`config.mk`:
```
export PLATFORM = sky130hd
export DESIGN_NAME = display_frame_height_decoder
export DESIGN_NICKNAME = d
export VERILOG_FILES = /design/src/design/dfhd_pkg.sv /design/src/design/display_frame_height_decoder.sv /design/src/design/dfhd_decode.sv
export SDC_FILE = /design/constraint.sdc
export NUM_CORES = 1
export LEC_CHECK = 0
export BUFFER_PORTS_ARGS = -buffer_cell sky130_fd_sc_hd__buf_2
export CELL_PAD_IN_SITES_DETAIL_PLACEMENT = 1
export CELL_PAD_IN_SITES_GLOBAL_PLACEMENT = 1
export CORE_MARGIN = 2
export CORE_UTILIZATION = 40
export CTS_CLUSTER_DIAMETER = 80
export DETAILED_ROUTE_END_ITERATION = 16
export PLACE_DENSITY_LB_ADDON = 0.05
export SETUP_SLACK_MARGIN = 0.3
export SLEW_MARGIN = 15
export SYNTH_ARGS = -nofsm -noshare
export SYNTH_HDL_FRONTEND = slang
export SYNTH_SLANG_ARGS = --single-unit
```
`constraint.sdc`:
```
create_clock -name clock -period 8.3 [get_ports clock]
set_input_delay 1.66 -clock clock [delete_from_list [all_inputs] [get_ports clock]]
set_output_delay 1.66 -clock clock [all_outputs]
set_load 0.01 [all_outputs]
```
`src/design/dfhd_pkg.sv`:
```
// ----------------------------------------------------------------------------
// Display frame height decoder package
// Types, constants and the seven-segment lookup shared by the decoder files.
// ----------------------------------------------------------------------------
package dfhd_pkg;

   localparam int unsigned ByteWidth   = 8;
   localparam int unsigned StatusWidth = 3;
   localparam int unsigned HeightWidth = 16;
   localparam int unsigned DigitCount  = 3;
   localparam int unsigned FrameBytes  = 4;

   localparam logic [ByteWidth-1:0] SYNC_BYTE    = 8'h5A;
   localparam logic [ByteWidth-1:0] FLAG_ON_MASK = 8'h10;
   localparam logic [ByteWidth-1:0] DOT_MASK     = 8'h80;
   localparam logic [ByteWidth-1:0] SEG_MASK     = 8'h7F;
   localparam logic [ByteWidth-1:0] NO_MATCH     = 8'hFF;

   localparam logic [ByteWidth-1:0] ERR_PAT_0 = 8'h76;
   localparam logic [ByteWidth-1:0] ERR_PAT_1 = 8'h5C;
   localparam logic [ByteWidth-1:0] ERR_PAT_2 = 8'h78;
   localparam logic [ByteWidth-1:0] RST_PAT_0 = 8'h50;
   localparam logic [ByteWidth-1:0] RST_PAT_1 = 8'h6D;
   localparam logic [ByteWidth-1:0] RST_PAT_2 = 8'h31;

   typedef enum logic [StatusWidth-1:0] {
      STATUS_HEIGHT      = 3'd0,
      STATUS_DISPLAY_OFF = 3'd1,
      STATUS_ERROR_PAT   = 3'd2,
      STATUS_RESET_PAT   = 3'd3,
      STATUS_LETTER      = 3'd4,
      STATUS_BAD_SUM     = 3'd5
   } status_type;

   typedef logic [FrameBytes-1:0][ByteWidth-1:0] frame_type;

   typedef struct packed {
      status_type             status;
      logic [HeightWidth-1:0] height_value;
      logic                   digit_unmatched;
   } result_type;

   function automatic logic [ByteWidth-1:0] numeral_value(input logic [ByteWidth-1:0] seg);
      logic [ByteWidth-1:0] masked;
      masked = seg & SEG_MASK;
      unique case (masked)
         8'h3F:   numeral_value = 8'd0;
         8'h06:   numeral_value = 8'd1;
         8'h5B:   numeral_value = 8'd2;
         8'h4F:   numeral_value = 8'd3;
         8'h66:   numeral_value = 8'd4;
         8'h6D:   numeral_value = 8'd5;
         8'h7D:   numeral_value = 8'd6;
         8'h07:   numeral_value = 8'd7;
         8'h7F:   numeral_value = 8'd8;
         8'h6F:   numeral_value = 8'd9;
         default: numeral_value = NO_MATCH;
      endcase
   endfunction

endpackage

```
`src/design/display_frame_height_decoder.sv`:
```
// ----------------------------------------------------------------------------
// Display frame height decoder
// Hunts for frames in a controller byte stream and reports each frame decoded.
// ----------------------------------------------------------------------------
// The block takes one byte per cycle except when it is a checksum byte and
// the previous result is still stalled in the output register. It waits for
// the sync byte 5Ah, collects three seven-segment digit bytes, a flag byte
// and a checksum, and delivers one result item in the cycle after the checksum
// byte is accepted; all other bytes give no result.
module display_frame_height_decoder
   import dfhd_pkg::*;
(
   input  logic                   clock,
   input  logic                   reset,
   input  logic                   req_valid,
   output logic                   req_stall,
   input  logic [ByteWidth-1:0]   req_rx_byte,
   output logic                   rsp_valid,
   input  logic                   rsp_stall,
   output logic [StatusWidth-1:0] rsp_status,
   output logic [HeightWidth-1:0] rsp_height_value,
   output logic                   rsp_digit_unmatched
);

   typedef enum logic [5:0] {
      POS_HUNT  = 6'b000001,
      POS_DIG0  = 6'b000010,
      POS_DIG1  = 6'b000100,
      POS_DIG2  = 6'b001000,
      POS_FLAG  = 6'b010000,
      POS_CHECK = 6'b100000
   } position_type;

   position_type         position_ff, position_in;
   frame_type            frame_ff, frame_in;
   logic [ByteWidth-1:0] sum_ff, sum_in;
   logic                 rsp_valid_ff, rsp_valid_in;
   result_type           result_ff, result_in;
   result_type           decoded;
   logic                 req_accept;

   assign req_stall  = rsp_valid_ff && rsp_stall && (position_ff == POS_CHECK);
   assign req_accept = req_valid && !req_stall;

   dfhd_decode u_decode (
      .frame       (frame_ff),
      .running_sum (sum_ff),
      .check       (req_rx_byte),
      .result      (decoded)
   );

   always_comb begin
      position_in  = position_ff;
      frame_in     = frame_ff;
      sum_in       = sum_ff;
      rsp_valid_in = rsp_valid_ff && rsp_stall;
      result_in    = result_ff;
      if (req_accept) begin
         unique case (position_ff)
            POS_DIG0: begin
               frame_in[0] = req_rx_byte;
               sum_in      = sum_ff + req_rx_byte;
               position_in = POS_DIG1;
            end
            POS_DIG1: begin
               frame_in[1] = req_rx_byte;
               sum_in      = sum_ff + req_rx_byte;
               position_in = POS_DIG2;
            end
            POS_DIG2: begin
               frame_in[2] = req_rx_byte;
               sum_in      = sum_ff + req_rx_byte;
               position_in = POS_FLAG;
            end
            POS_FLAG: begin
               frame_in[3] = req_rx_byte;
               sum_in      = sum_ff + req_rx_byte;
               position_in = POS_CHECK;
            end
            POS_CHECK: begin
               result_in    = decoded;
               rsp_valid_in = 1'b1;
               position_in  = POS_HUNT;
            end
            default: begin
               if (req_rx_byte == SYNC_BYTE) begin
                  position_in = POS_DIG0;
                  sum_in      = '0;
               end else begin
                  position_in = POS_HUNT;
               end
            end
         endcase
      end
   end

   always_ff @(posedge clock) begin
      if (reset) begin
         position_ff  <= POS_HUNT;
         sum_ff       <= '0;
         rsp_valid_ff <= 1'b0;
      end else begin
         position_ff  <= position_in;
         sum_ff       <= sum_in;
         rsp_valid_ff <= rsp_valid_in;
      end
   end

   always_ff @(posedge clock) begin
      frame_ff  <= frame_in;
      result_ff <= result_in;
   end

   assign rsp_valid           = rsp_valid_ff;
   assign rsp_status          = result_ff.status;
   assign rsp_height_value    = result_ff.height_value;
   assign rsp_digit_unmatched = result_ff.digit_unmatched;

endmodule

```
`src/design/dfhd_decode.sv`:
```
// ----------------------------------------------------------------------------
// Display frame decode
// Turns a collected frame and its check byte into one status, height result.
// ----------------------------------------------------------------------------
module dfhd_decode
   import dfhd_pkg::*;
(
   input  frame_type            frame,
   input  logic [ByteWidth-1:0] running_sum,
   input  logic [ByteWidth-1:0] check,
   output result_type           result
);

   logic [ByteWidth-1:0]   d0;
   logic [ByteWidth-1:0]   d1;
   logic [ByteWidth-1:0]   d2;
   logic                   err_match;
   logic                   rst_match;
   logic [HeightWidth-1:0] height;

   assign d0 = numeral_value(frame[0]);
   assign d1 = numeral_value(frame[1]);
   assign d2 = numeral_value(frame[2]);

   assign err_match = (frame[0] == ERR_PAT_0) && (frame[1] == ERR_PAT_1) &&
                      (frame[2] == ERR_PAT_2);
   assign rst_match = (frame[0] == RST_PAT_0) && (frame[1] == RST_PAT_1) &&
                      (frame[2] == RST_PAT_2);

   always_comb begin
      if ((frame[1] & DOT_MASK) != '0) begin
         height = HeightWidth'(d0) * 16'd100 + HeightWidth'(d1) * 16'd10 +
                  HeightWidth'(d2);
      end else begin
         height = HeightWidth'(d0) * 16'd1000 + HeightWidth'(d1) * 16'd100 +
                  HeightWidth'(d2) * 16'd10;
      end
   end

   always_comb begin
      result.status          = STATUS_HEIGHT;
      result.height_value    = '0;
      result.digit_unmatched = 1'b0;
      priority if (check != running_sum) begin
         result.status = STATUS_BAD_SUM;
      end else if ((frame[3] & FLAG_ON_MASK) == '0) begin
         result.status = STATUS_DISPLAY_OFF;
      end else if (err_match) begin
         result.status = STATUS_ERROR_PAT;
      end else if (rst_match) begin
         result.status = STATUS_RESET_PAT;
      end else if (d0 == NO_MATCH) begin
         result.status = STATUS_LETTER;
      end else begin
         result.height_value    = height;
         result.digit_unmatched = (d1 == NO_MATCH) || (d2 == NO_MATCH);
      end
   end

endmodule
```
Word-level counts from Yosys, hierarchy flattened:

Cells that the tools add are included.

* reductions and logical operators: 20
* equality and inequality tests: 46
* $add $sub $neg: 5
* bitwise gates (word level): 1
* multiplexer cells: 14
* multipliers: 5

Operators with widths (number)
* $pmux W8 S10: 3
* $eq A7 B7 Y1 const B: 21
* $eq A8 B7 Y1 const B: 6
* $eq A7 B3 Y1 const B: 6
* $pmux W6 S5: 1
* $mul A8 B5 Y13 const B: 2
* $eq A8 B8 Y1 const B: 3
* $mul A8 B3 Y11 const B: 2
* $eq A7 B6 Y1 const B: 3
* $add A15 B12 Y16: 1
* $add A16 B12 Y16: 1
* $add A16 B15 Y16: 1
* $add A16 B8 Y16: 1
* $mux W16: 1
* $pmux W8 S2: 1
* $mul A8 B7 Y13 const B: 1
* $mux W3: 4
* $reduce_and A2 Y1: 5
* $add A8 B8 Y8: 1
* $eq A8 B6 Y1 const B: 1
* $logic_not A8 Y1: 1
* $mux W8: 1
* $ne A8 B8 Y1: 1
* $logic_and A1 B1 Y1: 7
* 15 further kinds: 16

* input port bits: 12
* logic and storage cells: 102
* bits in registers: 64
* output and inout port bits: 22

Depth between registers and ports, before layout:

* depth after elaboration: 7
* gate-level depth with buffers: 28
* gate-level depth less buffers: 26

Cells and area by module:

A second synthesis with hierarchy kept.

* cells, all modules: 662
* area total of the unflattened synthesis: 6338.6 sq um

By module, submodules not included
* dfhd_decode: area an instance 3777.4 sq um, instances 1, cells each 496
* display_frame_height_decoder: area an instance 2561.2 sq um, instances 1, cells each 166

Worst setup path after synthesis:

OpenSTA, ideal clock, no wires.

* kind: flip-flop to flip-flop
* from: register frame_ff[6] in the netlist's numbering
* to: register result_ff (netlist bit rsp_height_value[13]) (data pin)
* cell stages (with the launch flop): 28
* buffers on the path: 2
* data required time: 8.133 ns
* arrival: 6.393 ns
* path slack: 1.740 ns
* cells stage by stage: edfxtp_1 > buf_4 > o21ai_0 > o32ai_1 > nor2_1 > nand2_2 > inv_2 > buf_2 > nor2_1 > inv_1 > fa_1 > fa_1 > fa_1 > xor2_1 > xnor2_1 > ha_1 > a21o_1 > o21bai_1 > xor2_1 > ha_1 > ha_1 > a21o_1 > o32ai_1 > a211oi_1 > o21ai_0 > nand2b_1 > xnor2_1 > a211oi_1

* longest elaborated chain between the ends: 6

RTL lines
* start, declared: RTL line display_frame_height_decoder.sv:35 `frame_type frame_ff, frame_in;`
* start signal, assigned: RTL line display_frame_height_decoder.sv:110 `frame_ff <= frame_in;`
* $eq A7 B7 Y1, or another cell as far along: RTL line dfhd_pkg.sv:46 `unique case (masked)`
* $pmux W8 S10: RTL line dfhd_pkg.sv:46
* $mul A8 B7 Y13 or $mul A8 B5 Y13 (tied branches): RTL line dfhd_decode.sv:35, dfhd_decode.sv:32
* $add A16 B15 Y16 or $add A15 B12 Y16 (tied branches): RTL line dfhd_decode.sv:35, dfhd_decode.sv:32
* $add A16 B12 Y16 or $add A16 B8 Y16 (tied branches): RTL line dfhd_decode.sv:35, dfhd_decode.sv:32
* $mux W16: RTL line dfhd_decode.sv:31 `if ((frame[1] & DOT_MASK) != '0) begin`
* end signal, assigned: RTL line display_frame_height_decoder.sv:111 `result_ff <= result_in;`
* end, declared: RTL line display_frame_height_decoder.sv:38 `result_type result_ff, result_in;`

Parallel ways exist; a longest one is shown, timed or not.
A chain may end at the register's enable or synchronous reset.

Worst setup path in the final report:

Ends and elaborated chain as after synthesis.

==> results.ini <==
[setup_path]
critical_path.max_fanout = 11
ff2ff_setup_slack_ns = 1.27
worst-endpoint-required_ns = 8.44
worst_r2r_endpoint = rsp_height_value[13]$_SDFFCE_PP0P_
critical_path.endpoint_type = flip-flop
critical_path_class = flip-flop to flip-flop
worstRegToRegCells = 25
rr_startpoint = frame_ff[6]$_DFFE_PP_
critical_path.startpoint_type = flip-flop
worst_ep_arrival_time_ns = 7.17

[logic_synthesis]
most_frequent_cell_after_synthesis = ha_1
synthesis.area_um2 = 6010
post-synth-top-area-cell = edfxtp_1
synthCells = 631
number_of_enable_type_register_cells_in_the_synthesized_netlist = 45
post_synth_num_cell_types = 64
synth.cells.most_frequent = ha_1 (89), nor2_1 (69), inv_1 (48), edfxtp_1 (45)
synth.top_cells.by_area = edfxtp_1 (22%), ha_1 (19%), fa_1 (9.3%)
post_synth.cell_area_avg_um2 = 9.53
synthArstFlopShare_pct = 0
synth_top_area_share_pct = 22.5
yosys_warnings = 0
seq_area_frac_synth_pct = 27.5
synthFlopType = edfxtp_1
postSynthRegisterBits = 60

[clock_network]
cts_buf_count = 9
tritoncts_clock_tree = built
holdBufCountCts = 0
htreeDepth = 3
clock-root-buffer = clkbuf_16
cts_num_sinks = 60
cts_post_setup_buffers_inserted = 0
cts.repair.resized = 0
clock_insertion_delay_worst_skew_ns = 0.35
number_of_buffers_between_clock_root_and_the_deepest_sink = 2
clk_pin_slew_ns = 0.06

[sta]
report.final.hold_viol_count = 0
finalCritPeriodShare_pct = 84.7
maxSlewHeadroom_pct = 30.9
finalClockSkew_ns = 0.0146
maxClockFrequency_mhz = 142
tns_ns = 0
fin_crit_ns = 7.03
final_critical_path_setup_slack_ns = 1.27
unrepaired_setup_endpoints_after_global_routing = no
setup_violations = 0
maxSlewViolCount = 0
tightestPinTransition_ns = 1.03

[routing]
avgViaCountPerCell = 5.56
dr_total_vias = 4739
drc_errors = 0
detail-route-antenna-nets = 0
post_drt_wl_per_cell_um = 19.3
finalWirelength_mm = 16.5
drt_iter0_drc = 158
drt_pre_antenna_iters = 4

[pwr]
total_leakage_power_nw = 2.74
pwr_density_cell_nw_per_um2 = 114
largest_voltage_drop_on_the_vdd_net_v = 0.000114
design_power_total_mw = 0.761

[grt]
maximum_number_of_pins_on_one_net_before_global_route_repair = 24
globalRoute.totalOverflow = 0
grt_util_all_layers_pct = 21.9
wire_length_of_the_first_global_routing_pass_mm = 27.3
grt_antenna_before_repair = 0
first_global_vias = 5232

[cells_and_area]
layout.core_utilization_pct = 45.9
drive_above_1_share_pct = 10.3
post_layout_nonfiller_instances = 853
final_nets = 793
multi_input_comb_area_um2 = 4110
ff_latch_area_um2 = 1650
ant_diodes = 0
area_delta_synth_final_pct = 11.5
num-fill-cells = 1670

[placement]
place.port_buffers = 33
finalWeightedCongestion = 0.866
post_placement_setup_slack_ns = 1.19
place_hpwl_mm = 13.1
place_inst = 837

[floorplanning]
initial_utilization_pct = 41.2
die-area_um2 = 16000
fp.dieW_um = 127
std_cell_rows = 44
die_height_um = 127
core_um2 = 14600
top_level_ports = 34

[worst_hold_path]
hold_path_end = sum_ff[0]$_SDFFE_PP0P_
hold_class = flip-flop to flip-flop
hold-path-cell-count = 2
worstHoldStart = sum_ff[0]$_SDFFE_PP0P_

[status]
status = finished clean

[job]
cap_viol_max_count = 0

## layer usage
| layer | vias up | routed length (um) | GRT usage (%) |
|---|---|---|---|
| met2 | 53 | 8600 | 40.5 |
| met3 | 25 | 360 | 3.25 |
| met1 | 2333 | 7010 | 25.4 |
| met5 | - | 0 | 0 |
| li1 | 2328 | - | - |
| met4 | 0 | 495 | 8.34 |
## through the flow
stage | cell area [um2] | hold WS (ns)
after floorplan | 6020 | 0.436
after global placement | 6370 | 0.466
after detailed placement | 6370 | 0.471
after CTS | 6700 | 0.478
after global routing | 6700 | 0.511
final | 6700 | 0.478
## kinds of logic (layout without fill, tap and decap cells)
| family | Yosys count | in the layout | share of synthesized area [%] |
|---|---|---|---|
| and+or+nand+nor | 202 | 202 | 17.3 |
| AOI/OAI and AO/OA | 121 | 121 | 13.5 |
| xor gates and xnor gates | 55 | 55 | 8.01 |
| DFF | 60 | 60 | 27.5 |
| buffers and inverters | 67 | 103 | 4.47 |
| muxes | 7 | 7 | 1.25 |
| adders and majority gates | 117 | 117 | 27.8 |
| other | 2 | 4 | 0.125 |
## final cells by class
type                       instances  area share (%)
timing repair buffer              36            2.80
inverter                          51            2.86
sequential                        60            24.6
clock buffer                      13            4.69
multi-input combinational        506            61.3
tap                              184            3.44
clock inverter                     3           0.299
## worst max-delay path, cell delays in order (launching register included)
cell      delay [ns]
edfxtp_1        0.52
o21ai_0         0.21
o32ai_1         0.09
nor2_1          0.54
nand2_2         0.34
inv_2           0.13
nor2_1          0.08
inv_1           0.22
fa_1            0.48
fa_1            0.50
fa_1            0.53
xor2_1          0.17
xnor2_1         0.09
ha_1            0.35
a21o_1          0.19
o21bai_1        0.19
xor2_1          0.16
ha_1            0.30
ha_1            0.39
a21o_1          0.21
o32ai_1         0.29
a211oi_1        0.08
o21ai_0         0.26
nand2b_1        0.11
xnor2_1         0.13
a211oi_1        0.24
## power breakdown
part | switching (mW) | leakage, nW | internal [mW] | total [mW]
combinational | 0.0186 | 2.04 | 0.0114 | 0.0300
sequential | 0.0000159 | 0.529 | 0.320 | 0.320
clock | 0.145 | 0.168 | 0.265 | 0.410
## layout by cell type (no fill, tap or decap), types with 14 or more instances in the layout
| master | Yosys | final |
|---|---|---|
| nand3_1 | 14 | 14 |
| ha_1 | 89 | 89 |
| nand2_1 | 33 | 33 |
| nor2_1 | 69 | 68 |
| xnor2_1 | 30 | 30 |
| fa_1 | 28 | 28 |
| a211oi_1 | 15 | 15 |
| buf_2 | 5 | 33 |
| edfxtp_1 | 45 | 45 |
| o21ai_0 | 21 | 21 |
| inv_1 | 48 | 48 |
| xor2_1 | 25 | 25 |
| a21oi_1 | 33 | 33 |
| dfxtp_1 | 15 | 15 |
## worst max path at each step
stage,end,slack (ns),startpoint,depth (start not counted)
6_report,rsp_height_value[13]$_SDFFCE_PP0P_,1.27,frame_ff[6]$_DFFE_PP_,25
2_1_floorplan,rsp_height_value[13]$_SDFFCE_PP0P_,1.74,frame_ff[6]$_DFFE_PP_,27
3_3_place_gp,rsp_height_value[13]$_SDFFCE_PP0P_,1.47,frame_ff[2]$_DFFE_PP_,25
3_5_place_dp,rsp_height_value[13]$_SDFFCE_PP0P_,1.19,frame_ff[2]$_DFFE_PP_,25
5_1_grt,rsp_height_value[13]$_SDFFCE_PP0P_,0.64,frame_ff[4]$_DFFE_PP_,25
4_1_cts,rsp_height_value[13]$_SDFFCE_PP0P_,1.17,frame_ff[2]$_DFFE_PP_,25
## flip-flops by register name, indices dropped and copies added (netlist names)
name,flops
rsp_status,3
rsp_height_value,16
rsp_valid,1
sum_ff,8
frame_ff,25
position_ff,6
rsp_digit_unmatched,1
Power figures use the tool's default switching activity.
